===== src/rtl/whf_pkg.sv =====
// ----------------------------------------------------------------------------
// whf_pkg
// Shared constants, register map and controller/datapath types for the
// weighted histogram filler.
// ----------------------------------------------------------------------------
package whf_pkg;

  localparam int MAX_BINS    = 256;
  localparam int COUNT_WIDTH = 32;
  localparam int BIN_IDX_W   = (MAX_BINS > 1) ? $clog2(MAX_BINS) : 1;

  // divider geometry: 16 bit offset over 16 bit bin width
  localparam int DIV_W      = 16;
  localparam int DIV_CNT_W  = $clog2(DIV_W);
  // common width for index against limit compares
  localparam int CMP_W      = 17;

  localparam int PADDR_W    = 4;
  localparam int PDATA_W    = 32;

  typedef enum logic [1:0] {
    REG_LOW_EDGE  = 2'd0,
    REG_HIGH_EDGE = 2'd1,
    REG_BIN_WIDTH = 2'd2,
    REG_NUM_BINS  = 2'd3
  } whf_reg_e;

  typedef struct packed {
    logic signed [15:0] low_edge;
    logic signed [15:0] high_edge;
    logic [15:0]        bin_width;
    logic [8:0]         num_bins;
  } whf_cfg_t;

  typedef struct packed {
    logic take;
    logic div_step;
    logic reject;
    logic mem_rd;
    logic update;
    logic load_out;
  } whf_cmd_t;

  typedef struct packed {
    logic op_read;
    logic pre_ok;
    logic rb_ok;
    logic idx_ok;
    logic div_last;
    logic out_free;
  } whf_sts_t;

endpackage


===== src/rtl/whf_ctrl.sv =====
// ----------------------------------------------------------------------------
// whf_ctrl
// Controller state machine sequencing capture, divide, store access and
// result hand-off.
// ----------------------------------------------------------------------------
module whf_ctrl (
  input  logic               clk_i,
  input  logic               rst_ni,
  input  logic               in_valid_i,
  output logic               in_stall_o,
  input  whf_pkg::whf_sts_t  sts_i,
  output whf_pkg::whf_cmd_t  cmd_o
);

  typedef enum logic [5:0] {
    S_IDLE  = 6'b000001,
    S_DEC   = 6'b000010,
    S_DIV   = 6'b000100,
    S_CHECK = 6'b001000,
    S_RD    = 6'b010000,
    S_UPD   = 6'b100000
  } state_e;

  state_e state_q, state_d;
  logic   done_q, done_d;

  always_comb begin
    state_d    = state_q;
    done_d     = done_q;
    cmd_o      = '0;
    in_stall_o = 1'b1;
    if (done_q) begin
      // finished result waits for the output register
      if (sts_i.out_free) begin
        cmd_o.load_out = 1'b1;
        done_d         = 1'b0;
      end
    end else begin
      case (state_q)
        S_IDLE: begin
          in_stall_o = 1'b0;
          if (in_valid_i) begin
            cmd_o.take = 1'b1;
            state_d    = S_DEC;
          end
        end
        S_DEC: begin
          if (sts_i.op_read) begin
            if (sts_i.rb_ok) begin
              state_d = S_RD;
            end else begin
              cmd_o.reject = 1'b1;
              done_d       = 1'b1;
              state_d      = S_IDLE;
            end
          end else if (sts_i.pre_ok) begin
            state_d = S_DIV;
          end else begin
            cmd_o.reject = 1'b1;
            done_d       = 1'b1;
            state_d      = S_IDLE;
          end
        end
        S_DIV: begin
          cmd_o.div_step = 1'b1;
          if (sts_i.div_last) begin
            state_d = S_CHECK;
          end
        end
        S_CHECK: begin
          if (sts_i.idx_ok) begin
            state_d = S_RD;
          end else begin
            cmd_o.reject = 1'b1;
            done_d       = 1'b1;
            state_d      = S_IDLE;
          end
        end
        S_RD: begin
          cmd_o.mem_rd = 1'b1;
          state_d      = S_UPD;
        end
        S_UPD: begin
          cmd_o.update = 1'b1;
          done_d       = 1'b1;
          state_d      = S_IDLE;
        end
        default: begin
          state_d = S_IDLE;
        end
      endcase
    end
  end

  always_ff @(posedge clk_i or negedge rst_ni) begin
    if (!rst_ni) begin
      state_q <= S_IDLE;
      done_q  <= 1'b0;
    end else begin
      state_q <= state_d;
      done_q  <= done_d;
    end
  end

endmodule


===== config.mk =====
export PLATFORM = sky130hd
export DESIGN_NAME = whf_ctrl
export DESIGN_NICKNAME = d
export VERILOG_FILES = /design/src/rtl/whf_pkg.sv /design/src/rtl/whf_ctrl.sv
export SDC_FILE = /design/constraint.sdc
export NUM_CORES = 1
export LEC_CHECK = 0
export BUFFER_PORTS_ARGS = -buffer_cell sky130_fd_sc_hd__buf_2
export CAP_MARGIN = 20
export CELL_PAD_IN_SITES_DETAIL_PLACEMENT = 1
export CELL_PAD_IN_SITES_GLOBAL_PLACEMENT = 2
export CORE_AREA = 3 3 46 48
export CTS_CLUSTER_SIZE = 20
export DETAILED_ROUTE_END_ITERATION = 8
export DIE_AREA = 0 0 49 51
export PLACE_DENSITY_LB_ADDON = 0.08
export SYNTH_ARGS = -nofsm -noshare
export SYNTH_HDL_FRONTEND = slang
export SYNTH_SLANG_ARGS = --single-unit

===== constraint.sdc =====
create_clock -name clk_i -period 4.2 [get_ports clk_i]
set_input_delay 0.84 -clock clk_i [delete_from_list [all_inputs] [get_ports clk_i]]
set_output_delay 0.84 -clock clk_i [all_outputs]
set_load 0.01 [all_outputs]

==> results.yml <==
place:
  gp_congestion: 0.762
  port_buffers: 15
  dp_hpwl_um: 1010
  place_area_sq_um: 602
finish:
  area_growth_pct: 26.8
  multi_input_area_sq_um: 304
  regArea_sq_um: 176
  drive_above_1_share: 0.342
  nets: 83
  diodes: 0
  fill_cells: 226
  final_cell_area_sq_um: 628
power:
  comb_power_share: 0.515
  cellInternalPower_w: 0.000222
  p_clk_frac: 0.156
  switching_power_w: 0.000162
  vdd_ir_drop_max_v: 0.000256
  power_density_nw_per_um2: 612
  p_seq_frac: 0.328
  p_leak_nw: 0.308
  p_sw_frac: 0.421
cts:
  htreeDepth: 1
  cts_tree: "built"
  clkSlewWorstSetupHoldPaths_ns: 0.05
  clock_path_buffers: 2
  post_cts_resized: 0
  clockRootBuffer: "clkbuf_4"
  hold_buffers: 0
  post_cts_buffers: 0
  worst_skew_pair.late_latency_ns: 0.24
  numCtsBuffers: 3
  cts_sinks: 7
timing:
  hold_viol_final: 0
  max_freq_mhz: 403
  rsz0062_at_grt: "false"
  fin_tns_setup_ns: 0
  period_share: 0.590
  setup_violations: 0
  max_slew_margin: 0.781
  fin_crit_ns: 2.48
  drv_slew: 0
  worstMarginPinSlew_ns: 0.325
  clock_skew_ns: 0.000854
status:
  status: "finished clean"
global_route:
  grt_pass1_vias: 473
  grt.total_usage: 0.102
  overflow: 0
  grt_antenna_before_repair: 0
  grt_pass1_wl_um: 1990
  grt_max_degree: 8
worst_setup_path:
  cp_max_fo: 6
  startpoint_type: "flip-flop"
  crit_path_end_kind: "primary output"
  crit_arrival_ns: 1.64
  setup.worst_path.class: "flip-flop to primary output"
  critPathRequiredTime_ns: 3.36
logic_synthesis:
  yosysSeqAreaShare: 0.356
  synth-seq-cells: 7
  ys_types: 25
  syn_avg_cell_area_sq_um: 9.18
  syn_nets: 63
  synth_edf_count: 0
  netlist.top_cell.by_area: "dfrtp_1"
  synth_most_common_cell: "dfrtp_1"
  synthArstFlopShare: 1.00
  ys_top_cells_by_count: "dfrtp_1 (6), nor2_1 (5), a21oi_1 (4), inv_1 (4), nand3_1 (4)"
  postSynthCellCount: 54
  syn_area_sq_um: 495
  ys_top_cells_by_area: "dfrtp_1 (30%), mux2_4 (6.1%), a41oi_4 (5.6%), dfstp_2 (5.3%), a21oi_1 (4.0%)"
  synth_top_flop_cell: "dfrtp_1"
  yosys_warnings: 0
  yosys.area.top_type_share: 0.303
routing:
  drt_pass1_iterations: 3
  drtAntennaViolNets: 0
  routed-via-count: 466
  drt_iter0_markers: 3
  routedWlPerCell_um: 12.0
  drc: 0
  drt-total-wl_um: 1170
  vias_per_cell: 4.76
die:
  die_h_um: 51
  rows: 15
  core_area_sq_um: 1750
  die_w_um: 49
  start_util: 0.284
  pin_count: 16
  dieArea_sq_um: 2500
flow_run:
  cap_violations: 0
min_path:
  hold_path.class: "input port to asynchronous set/reset pin"
==> routing by layer <==
layer | vias to the layer above | global-route usage | routed length (um)
met5 | - | 0 | 0
met4 | 0 | 0.0521 | 0
met3 | 0 | 0.0233 | 70
met2 | 12 | 0.152 | 542
met1 | 219 | 0.138 | 560
li1 | 235 | - | -
==> flip-flops by register name, indices dropped and copies added (netlist names) <==
| signal | count |
|---|---|
| done_q | 1 |
| state_q | 6 |
==> cell families after synthesis <==
| family | Yosys count | share of synthesized area |
|---|---|---|
| compound gates | 16 | 0.255 |
| mux | 2 | 0.0606 |
| flops | 7 | 0.356 |
| buf+inv | 4 | 0.0303 |
| simple gates | 25 | 0.298 |
==> power groups by stage <==
stage	Combinational (W)	Clock (W)	Sequential [W]
floorplan	0.000154	0	0.000118
global placement	0.000204	0	0.000129
detailed placement	0.000200	0	0.000128
CTS	0.000202	0.0000633	0.000127
global route	0.000220	0.0000671	0.000132
finish	0.000198	0.0000601	0.000126
==> metrics by stage <==
| stage | std cells | util | power (W) | hold WS [ns] | worst slack [ns] |
|---|---|---|---|---|---|
| after floorplan | 54 | - | 0.000272 | 0.523 | 2.03 |
| after global placement | 94 | 0.345 | 0.000333 | 0.580 | 1.82 |
| after detailed placement | 94 | 0.345 | 0.000328 | 0.572 | 1.82 |
| after CTS | 98 | 0.360 | 0.000392 | 0.415 | 1.70 |
| after global routing | 98 | 0.360 | 0.000419 | 0.425 | 1.54 |
| final | 98 | 0.360 | 0.000384 | 0.418 | 1.72 |
==> critical path, stage by stage (launching register included) <==
cell     delay, ns
dfrtp_1       0.47
nor3_1        0.34
nand2_1       0.12
nor3b_1       0.28
buf_2         0.18
==> final timing paths <==
check                           start          to  slack, ns  cells past startpoint
hold reg to reg            state_q[0]  state_q[0]       0.58                      2
hold / removal                 rst_ni  state_q[5]       0.42                      1
setup / recovery               done_q    cmd_o[1]       1.72                      4
min in group clk_i         state_q[0]  state_q[0]       0.58                      2
setup reg to reg           state_q[0]  state_q[2]       2.67                      4
max in group asynchronous      rst_ni  state_q[0]       3.55                      1
==> placed cells by master, fill, tap and decap left out <==
| cell type | instances |
|---|---|
| a21o_1 | 2 |
| a21oi_1 | 4 |
| a31oi_1 | 1 |
| a41oi_4 | 1 |
| and2_1 | 1 |
| and2_4 | 1 |
| buf_2 | 15 |
| clkbuf_1 | 1 |
| clkbuf_4 | 3 |
| dfrtp_1 | 6 |
| dfstp_2 | 1 |
| inv_1 | 4 |
| mux2_4 | 2 |
| nand2_1 | 3 |
| nand3_1 | 4 |
| nand4b_1 | 1 |
| nor2_1 | 5 |
| nor2_4 | 1 |
| nor2b_1 | 3 |
| nor2b_4 | 1 |
| nor3_1 | 3 |
| nor3b_1 | 2 |
| o21ai_0 | 3 |
| o21bai_1 | 1 |
| o221a_1 | 1 |
| o22a_1 | 1 |
| o22ai_1 | 1 |
| o311ai_0 | 1 |
==> cell type report <==
class / instances / area share
multi-input cells: 43 / 0.484
flip-flops and latches: 7 / 0.281
repair buffers: 15 / 0.120
well taps: 25 / 0.0498
clock buffers: 4 / 0.0418
inverters: 4 / 0.0239
Power figures use the tool's default switching activity.
