==> config.mk <==
export PLATFORM = sky130hd
export DESIGN_NAME = whf_regs
export DESIGN_NICKNAME = d
export VERILOG_FILES = /design/src/rtl/whf_pkg.sv /design/src/rtl/whf_regs.sv
export SDC_FILE = /design/constraint.sdc
export NUM_CORES = 1
export LEC_CHECK = 0
export BUFFER_PORTS_ARGS = -buffer_cell sky130_fd_sc_hd__buf_2
export CORE_ASPECT_RATIO = 0.7
export CORE_MARGIN = 2
export CORE_UTILIZATION = 43
export DETAILED_ROUTE_END_ITERATION = 6
export PLACE_DENSITY = 0.83
export SLEW_MARGIN = 5
export SYNTH_ARGS = -nofsm -noshare
export SYNTH_HDL_FRONTEND = slang
export SYNTH_SLANG_ARGS = --single-unit
==> constraint.sdc <==
create_clock -name clk_i -period 1.8 [get_ports clk_i]
set_clock_uncertainty 0.15 [all_clocks]
set_input_delay 0.27 -clock clk_i [delete_from_list [all_inputs] [get_ports clk_i]]
set_output_delay 0.27 -clock clk_i [all_outputs]
set_load 0.05 [all_outputs]
==> src/rtl/whf_pkg.sv <==
// ----------------------------------------------------------------------------
// whf_pkg
// Shared constants, register map and controller/datapath types for the
// weighted histogram filler.
// ----------------------------------------------------------------------------
package whf_pkg;

  localparam int MAX_BINS    = 256;
  localparam int COUNT_WIDTH = 32;
  localparam int BIN_IDX_W   = (MAX_BINS > 1) ? $clog2(MAX_BINS) : 1;

  // divider geometry: 16 bit offset over 16 bit bin width
  localparam int DIV_W      = 16;
  localparam int DIV_CNT_W  = $clog2(DIV_W);
  // common width for index against limit compares
  localparam int CMP_W      = 17;

  localparam int PADDR_W    = 4;
  localparam int PDATA_W    = 32;

  typedef enum logic [1:0] {
    REG_LOW_EDGE  = 2'd0,
    REG_HIGH_EDGE = 2'd1,
    REG_BIN_WIDTH = 2'd2,
    REG_NUM_BINS  = 2'd3
  } whf_reg_e;

  typedef struct packed {
    logic signed [15:0] low_edge;
    logic signed [15:0] high_edge;
    logic [15:0]        bin_width;
    logic [8:0]         num_bins;
  } whf_cfg_t;

  typedef struct packed {
    logic take;
    logic div_step;
    logic reject;
    logic mem_rd;
    logic update;
    logic load_out;
  } whf_cmd_t;

  typedef struct packed {
    logic op_read;
    logic pre_ok;
    logic rb_ok;
    logic idx_ok;
    logic div_last;
    logic out_free;
  } whf_sts_t;

endpackage

==> src/rtl/whf_regs.sv <==
// ----------------------------------------------------------------------------
// whf_regs
// APB register file holding the histogram range, bin width and bin count.
// ----------------------------------------------------------------------------
module whf_regs (
  input  logic                          clk_i,
  input  logic                          rst_ni,
  input  logic                          psel,
  input  logic                          penable,
  input  logic                          pwrite,
  input  logic [whf_pkg::PADDR_W-1:0]   paddr,
  input  logic [whf_pkg::PDATA_W-1:0]   pwdata,
  output logic [whf_pkg::PDATA_W-1:0]   prdata,
  output logic                          pready,
  output whf_pkg::whf_cfg_t             cfg_o
);

  whf_pkg::whf_cfg_t cfg_q, cfg_d;
  whf_pkg::whf_reg_e reg_sel;
  logic              wr_en;

  assign reg_sel = whf_pkg::whf_reg_e'(paddr[3:2]);
  assign wr_en   = psel && penable && pwrite;
  assign pready  = 1'b1;
  assign cfg_o   = cfg_q;

  always_comb begin
    cfg_d = cfg_q;
    if (wr_en) begin
      case (reg_sel)
        whf_pkg::REG_LOW_EDGE:  cfg_d.low_edge  = pwdata[15:0];
        whf_pkg::REG_HIGH_EDGE: cfg_d.high_edge = pwdata[15:0];
        whf_pkg::REG_BIN_WIDTH: cfg_d.bin_width = pwdata[15:0];
        whf_pkg::REG_NUM_BINS:  cfg_d.num_bins  = pwdata[8:0];
        default: ;
      endcase
    end
  end

  always_comb begin
    case (reg_sel)
      whf_pkg::REG_LOW_EDGE:  prdata = 32'(unsigned'(cfg_q.low_edge));
      whf_pkg::REG_HIGH_EDGE: prdata = 32'(unsigned'(cfg_q.high_edge));
      whf_pkg::REG_BIN_WIDTH: prdata = 32'(cfg_q.bin_width);
      whf_pkg::REG_NUM_BINS:  prdata = 32'(cfg_q.num_bins);
      default:                prdata = '0;
    endcase
  end

  always_ff @(posedge clk_i or negedge rst_ni) begin
    if (!rst_ni) begin
      cfg_q.low_edge  <= 16'sd0;
      cfg_q.high_edge <= 16'sd32767;
      cfg_q.bin_width <= 16'd128;
      cfg_q.num_bins  <= 9'd256;
    end else begin
      cfg_q <= cfg_d;
    end
  end

endmodule

==> run summary, run 1 <==
The flow ran to the end, but the final reports show violations. The checks that failed: setup timing. The power dissipated by switching net loads came out at 2.63 mW. The share of the synthesized area in the top cell type is 36.6%. Grouping stages by cell kind, the critical path spends the most delay in multiplexers. By startpoint and endpoint, the worst setup path is classified as flop to output port. The worst ir drop on vdd came out at 0.000686 V. The final non-filler cell total came out at 390. The maximum single-stage delay on the critical path is 0.51 ns. The fraction of power spent switching nets came out at 44.6%. The number of flip-flops under the largest register name came out at 57. The final net count is 348. The number of inserted diodes is 0.

Data arrives at the worst endpoint at 1.42 ns. The final layout contains routed wiring with a total length of 6500 µm. The leakage dissipation is 1.86 nW.

Of the total power, registers draw 31.8%. The deepest level of the CTS H-tree is 3. The area growth from synthesis to final layout is 37.5%.

The total number of placement rows came out at 24. The first global-routing pass estimated 10300 µm of wire. The final period utilization is 102%. The clock transition at the registers of the reported paths is 0.07 ns.

The internal reg-to-reg setup slack is 0.65 ns. The worst pin sits at a relative slew slack of 64.6%. Synthesis instantiated 22 different standard cells from the library. The final critical-path setup slack came out at -0.0392 ns. STA classifies the critical path endpoint as an output port. The count of mapped cells out of synthesis is 180.

The insertion delay to the later sink of the worst-skew pair came out at 0.32 ns. The first TritonRoute pass finished after 4 iterations. The count of input and output buffers is 95. For the pin with the worst max-slew slack, the measured transition is 0.532 ns. The post-detailed-route via-to-cell ratio is 4.93. The via count of the routed design is 1923. The area of the placeable core came out at 0.00619 mm². The die height came out at 70.7 µm.

The placement-stage worst setup slack is -0.0199 ns. The maximum clock rate is 544 MHz. The highest metal layer used by the detailed router is met4. The Yosys warning count came out at 0. Counting the fill cells in the layout gives 500. After detailed routing, the met2 layer carries 3390 µm of wire. The completed layout was analyzed and its total power is 5.89 mW.

The wire length the detailed router placed on met1 is 2700 µm. The combined area of all synthesized cells is 0.00274 mm². The count of pins on the block boundary is 131.

The internal power came out at 3.27 mW. By area the synthesized netlist is led by sky130_fd_sc_hd__dfrtp_1 37%, sky130_fd_sc_hd__mux2_2 19%, sky130_fd_sc_hd__dfstp_2 16%. The maximum buffer depth of the clock tree came out at 2.

The starting density of the core is 44.2%. The ratio of total power to cell area came out at 1570 mW/mm². The total congestion overflow came out at 0. The total number of clock tree sinks came out at 57. TritonCTS built the clock tree.

The post-route netlist has 75.6% of its cells at a drive strength greater than 1. Setup repair after global routing could not meet its margin everywhere. The synthesized design contains 57 register bits. The initial DRC count is 37. The count of buffering cells on the critical path with inverters included is 1. The overall track demand over capacity in global routing came out at 19.1%. The synthesized design spends more area on one cell type than any other, namely sky130_fd_sc_hd__dfrtp_1.

The worst setup path is launched from a flop. Once placement completed, the tool counted placed cells totaling 360. The clock share of power came out at 21.8%. The per-instance average area after synthesis came out at 15.2 µm². The clock period minus worst slack is 1.84 ns. The worst hold path class is input pin to flop. The number of endpoints failing setup at the final stage came out at 3. The initial antenna violation count came to 0. Summed over all failing endpoints, the final setup total negative slack is -0.0705 ns.

The slowest stage cell on the critical path is sky130_fd_sc_hd__mux4_2. After detailed routing, the number of remaining DRC violations is 0. The final RePlAce weighted congestion is 0.753. Entering global routing, the biggest net connects 58 pins. Walking the worst path, the cells encountered are mux4_2 > buf_6.

The maximum fanout along the worst path is 3. The total of max-cap violations is 0. The part of the power in combinational logic came out at 46.3%. The die is 99.3 µm wide. The clock root buffer master is sky130_fd_sc_hd__clkbuf_8. The die covers 0.00702 mm². The required time reported for the critical path endpoint is 1.38 ns. The number of pins with negative max-slew slack in the final report came to 0. The post-synthesis sequential area ratio is 52.9%. The post-detailed-route count of antenna-violating nets is 0. The number of global-route vias before repair was 1976.

The number of hold violations in the final report is 0. The total met3 wirelength after detailed routing is 352 µm. After detailed routing, the average wire length per cell comes to 16.7 µm. The placed wire-length estimate after detailed placement is 4690 µm. The number of buffers created by CTS is 9.
## routing by layer
layer,vias to the layer above,global-route usage (%)
met3,4,5.73
li1,866,-
met1,985,23.9
met5,-,0
met2,68,32.4
met4,0,5.94
## cells in the mapped netlist
| cell type | n |
|---|---|
| sky130_fd_sc_hd__buf_12 | 1 |
| sky130_fd_sc_hd__buf_2 | 1 |
| sky130_fd_sc_hd__buf_4 | 22 |
| sky130_fd_sc_hd__buf_6 | 1 |
| sky130_fd_sc_hd__clkbuf_1 | 1 |
| sky130_fd_sc_hd__conb_1 | 2 |
| sky130_fd_sc_hd__dfrtp_1 | 40 |
| sky130_fd_sc_hd__dfstp_2 | 17 |
| sky130_fd_sc_hd__inv_2 | 1 |
| sky130_fd_sc_hd__mux2_2 | 47 |
| sky130_fd_sc_hd__mux2_4 | 10 |
| sky130_fd_sc_hd__mux2i_1 | 7 |
| sky130_fd_sc_hd__mux4_2 | 9 |
| sky130_fd_sc_hd__nand2_1 | 7 |
| sky130_fd_sc_hd__nand3_2 | 1 |
| sky130_fd_sc_hd__nand4_1 | 1 |
| sky130_fd_sc_hd__nor2_2 | 1 |
| sky130_fd_sc_hd__nor2b_1 | 1 |
| sky130_fd_sc_hd__nor3_4 | 1 |
| sky130_fd_sc_hd__o21ai_0 | 7 |
| sky130_fd_sc_hd__or2_1 | 1 |
| sky130_fd_sc_hd__or3_1 | 1 |
## final timing paths
| check | start | to | cells past startpoint |
|---|---|---|---|
| max | cfg_o[5] | prdata[5] | 2 |
| min | pwdata[15] | cfg_o[40] | 2 |
| max reg2reg | cfg_o[3] | cfg_o[3] | 3 |
| min reg2reg | cfg_o[4] | cfg_o[4] | 1 |
| max in group asynchronous | rst_ni | cfg_o[27] | 3 |
| min in group asynchronous | rst_ni | cfg_o[49] | 3 |
## cells by family (layout without fill, tap and decap cells)
family	after synthesis	count (layout)	synth area share, %
other	2	17	0.275
AO/OA/AOI/OAI	7	7	1.28
AND/OR/NAND/NOR	14	14	3.07
flip-flops	57	57	52.9
buffers and inverters	27	144	7.64
multiplexers	73	73	34.8
## power groups by stage
stage / clock network [mW] / logic [mW] / registers, mW
6_report: 1.29 / 2.73 / 1.88
3_5_place_dp: 0 / 2.52 / 1.91
3_3_place_gp: 0 / 2.49 / 1.88
4_1_cts: 1.32 / 2.68 / 1.88
2_1_floorplan: 0 / 0.922 / 2.94
5_1_grt: 1.39 / 2.84 / 1.92
## placed cells by master, fill, tap and decap left out, drive strengths merged
cell type,instances
clkbuf,13
mux4,9
nor2b,1
or2,1
nand2,7
or3,1
conb,17
buf,122
nor3,1
nor2,1
mux2i,7
dfrtp,40
dlygate4sd3,1
o21ai,7
nand3,1
bufinv,2
inv,1
clkinvlp,4
mux2,57
nand4,1
dfstp,17
clkinv,1
## layout make-up
cell class,count,area (µm²),share of cell area (%)
Clock buffer,9,124,3.29
Inverter,1,3.75,0.0998
Multi-Input combinational cell,111,1160,30.9
Timing Repair Buffer,127,832,22.1
Tap cell,78,97.6,2.59
Clock inverter,7,95.1,2.53
Sequential cell,57,1450,38.5
## timing repair
item	4_1_cts	5_1_grt
endpoints found under the setup margin	9	14
gates resized for setup	19	7
endpoints found under the hold margin	40	0
setup buffers	8	5
hold buffers	1	0
## stage by stage
step                      hold WS (ns)  utilization [%]  cell area [µm²]
final                           0.0517             60.8             3760
after global routing            0.0405             60.8             3760
after CTS                       0.0320             59.9             3710
after detailed placement         0.142             54.3             3360
after global placement           0.138             54.3             3360
after floorplan                 -0.176                -             2820
## worst register-to-register path, delay by kind of cell (launching register included)
kind	cells	cell delay, ns
DFF	1	0.38
buffers and inverters	2	0.26
muxes	1	0.25
No activity file was read; power rests on OpenSTA's default activity.
==> inputs of run 2 (changes only) <==
Settings changed: MAX_ROUTING_LAYER set to met4.
==> run 2 against run 1 <==
  * The run still ends with setup timing left
  * Critical path depth unchanged
  * Utilization unchanged
  * Sequential cell count unchanged
  * Largest power group unchanged
  * Sequential power about the same
==> run summary, run 2 (synthesis gave the netlist of run 1 again) <==
The number of detailed-routing iterations run before antenna repair was 4 (unchanged). The deepest level of the CTS H-tree came out at 3 (unchanged). The kind of launch point of the worst setup path is a flop (unchanged). The x dimension of the die is 99.3 µm (unchanged).

The number of placed instances with taps included came to 360 (unchanged). The actual slew at the worst max-slew pin came out at 0.531 ns (was 0.532 ns). The count of pins on the block boundary came out at 131 (unchanged).

The maximum fanout along the worst path came out at 3 (unchanged). The setup TNS after final layout is -0.0723 ns (was -0.0705 ns). The total congestion overflow came out at 0 (unchanged). The wire length of the first global-routing pass came out at 10200 µm (was 10300 µm). The count of buffering cells on the critical path with inverters included was 1 (unchanged).

The ratio of total power to cell area is 1570 mW/mm² (about the same). The fraction of met3 tracks used by global routing is 5.53% (was 5.73%). The final critical-path setup slack came out at -0.0405 ns (was -0.0392 ns). The initial antenna violation count came out at 0 (unchanged).

The required time reported for the critical path endpoint is 1.38 ns (about the same). The number of hold violations in the final report came out at 0 (unchanged). The internal power is 3.27 mW (about the same). Most used cells in the layout excluding fill and tap cells: 81 x sky130_fd_sc_hd__buf_2, 47 x sky130_fd_sc_hd__mux2_2, 40 x sky130_fd_sc_hd__dfrtp_1, 29 x sky130_fd_sc_hd__buf_4 (unchanged). The starting density of the core came to 44.2% (unchanged). The worst hold path class was input pin to flop (unchanged). The number of inserted diodes is 0 (unchanged). The total of max-cap violations came out at 0 (unchanged). The clock transition at the registers of the reported paths is 0.07 ns (about the same). The full die area is 0.00702 mm² (unchanged).

The die height came to 70.7 µm (unchanged). The number of pins with negative max-slew slack in the final report is 0 (unchanged). Worst-path cell chain: mux4_2 > buf_6 (unchanged). The clock share of power came out at 21.8% (about the same). The via count of the routed design was 1925 (was 1923). The maximum buffer depth of the clock tree was 2 (unchanged). The part of the power in combinational logic was 46.3% (about the same). The source of the worst register-to-register timing path is cfg_o[3] (unchanged).

The final period utilization is 102% (about the same). The maximum number of pins on one net before global-route repair is 58 (unchanged). The clock root buffer master is sky130_fd_sc_hd__clkbuf_8 (unchanged). The initial DRC count came to 36 (was 37).

The final net count came out at 348 (unchanged). The sequential fraction of design power is 31.8% (about the same). The critical path depth came to 2 (unchanged). The number of global-route vias before repair came to 1976 (unchanged). The busiest layer in global routing was met2 (unchanged). The fraction of power spent switching nets came out at 44.6% (about the same). The category of cells accounting for the largest share of critical-path delay was multiplexers (unchanged). Unrepaired setup endpoints after global routing: yes (unchanged). The remaining max-slew budget at the tightest pin came out at 64.6% (about the same).

The maximum clock rate came to 543 MHz (was 544 MHz). The commonest non-fill, non-tap cell in the layout is sky130_fd_sc_hd__buf_2 (unchanged). The met1 layer usage reported by global route is 24.0% (was 23.9%).

The leakage dissipation came out at 1.86 nW (unchanged). The placed wire-length estimate after detailed placement is 4690 µm (unchanged). The filler cell count is 500 (unchanged).

The area of the placeable core came out at 0.00619 mm² (unchanged). The number of flip-flops under the largest register name is 57 (unchanged). The number of cells on the worst reg-to-reg path came to 3 (unchanged). The worst hold margin came out at 0.0501 ns (was 0.0517 ns). The number of endpoints failing setup at the final stage is 3 (unchanged). The power dissipated by switching net loads was 2.63 mW (about the same). The number of buffers created by CTS is 9 (unchanged). The kind of capture point of the worst setup path is an output port (unchanged).

The post-detailed-route count of antenna-violating nets is 0 (unchanged). The count of input and output buffers is 95 (unchanged). The hold path startpoint is pwdata[15] (unchanged). The total number of placement rows was 24 (unchanged). The total wire length came out at 6500 µm (about the same).

The start-to-end type of the worst setup path was flop to output port (unchanged). The share of layout cells above drive strength 1 is 75.6% (unchanged). The total number of clock tree sinks came to 57 (unchanged). The clock tree from TritonCTS was built (unchanged). Violations in the final reports: setup timing (unchanged). The insertion delay to the later sink of the worst-skew pair came out at 0.33 ns (was 0.32 ns).

The post-route DRC violation count is 0 (unchanged). The post-detailed-route via-to-cell ratio is 4.94 (was 4.93). The arrival time at the worst endpoint came out at 1.42 ns (about the same). The total power draw is 5.90 mW (was 5.89 mW). Status: finished with violations (unchanged). The final non-filler cell total is 390 (unchanged).

The overall track demand over capacity in global routing came out at 19.7% (was 19.1%). The area growth from synthesis to final layout came out at 37.5% (unchanged). The critical path launch point is cfg_o[5] (unchanged). The routed length per placed instance is 16.7 µm (about the same).

The clock period minus worst slack came out at 1.84 ns (about the same). The number of cells on the worst hold path came out at 2 (unchanged). The worst ir drop on vdd came to 0.000685 V (was 0.000686 V). The final RePlAce weighted congestion is 0.763 (was 0.753). The met2 track utilization from global routing is 32.4% (unchanged). The maximum single-stage delay on the critical path came to 0.51 ns (about the same). The slowest stage cell on the critical path is sky130_fd_sc_hd__mux4_2 (unchanged).
[run 2: worst paths after layout]
kind	endpoint	slack (ns)
worst max-delay path	prdata[5]	-0.04
max in group asynchronous	cfg_o[27]	0.86
worst min register to register	cfg_o[4]	0.38
worst max register to register	cfg_o[3]	0.65
min in group asynchronous	cfg_o[49]	0.31
worst min-delay path	cfg_o[40]	0.05
[run 2: routing by layer]
metal / vias up / share of wire, %
li1: 865 / -
met1: 985 / 42
met2: 71 / 52
met3: 4 / 5.1
met4: 0 / 0.77
met5: - / 0
[run 2: per-stage QoR]
step / instance area (µm²) / setup slack [ns] / utilization, %
detailed placement: 3360 / -0.0199 / 54.3
floorplan: 2820 / -0.0157 / -
global placement: 3360 / 0.00738 / 54.3
global route: 3760 / -0.0733 / 60.8
finish: 3760 / -0.0405 / 60.8
CTS: 3710 / -0.0231 / 59.9
[run 2: layout make-up]
cell class                 instances  area, µm²  area share [%]
sequential                        57       1450            38.5
multi-input combinational        111       1160            30.9
timing repair buffer             127        832            22.1
clock buffer                       9        124            3.29
tap                               78       97.6            2.59
clock inverter                     7       95.1            2.53
inverter                           1       3.75          0.0998
[run 2: power by group through the flow]
stage	Clock [mW]	Combinational, mW	Sequential (mW)
after floorplan	0	0.922	2.94
after global placement	0	2.49	1.88
after detailed placement	0	2.52	1.91
after CTS	1.32	2.68	1.88
after global routing	1.39	2.84	1.92
final	1.29	2.73	1.88
[run 2: what timing repair did]
action	4_1_cts	5_1_grt
cloned	0	0
hold buffers	1	0
setup buffers	8	5
resized for setup	19	7
endpoints found under the hold margin	40	0
endpoints found under the setup margin	9	14
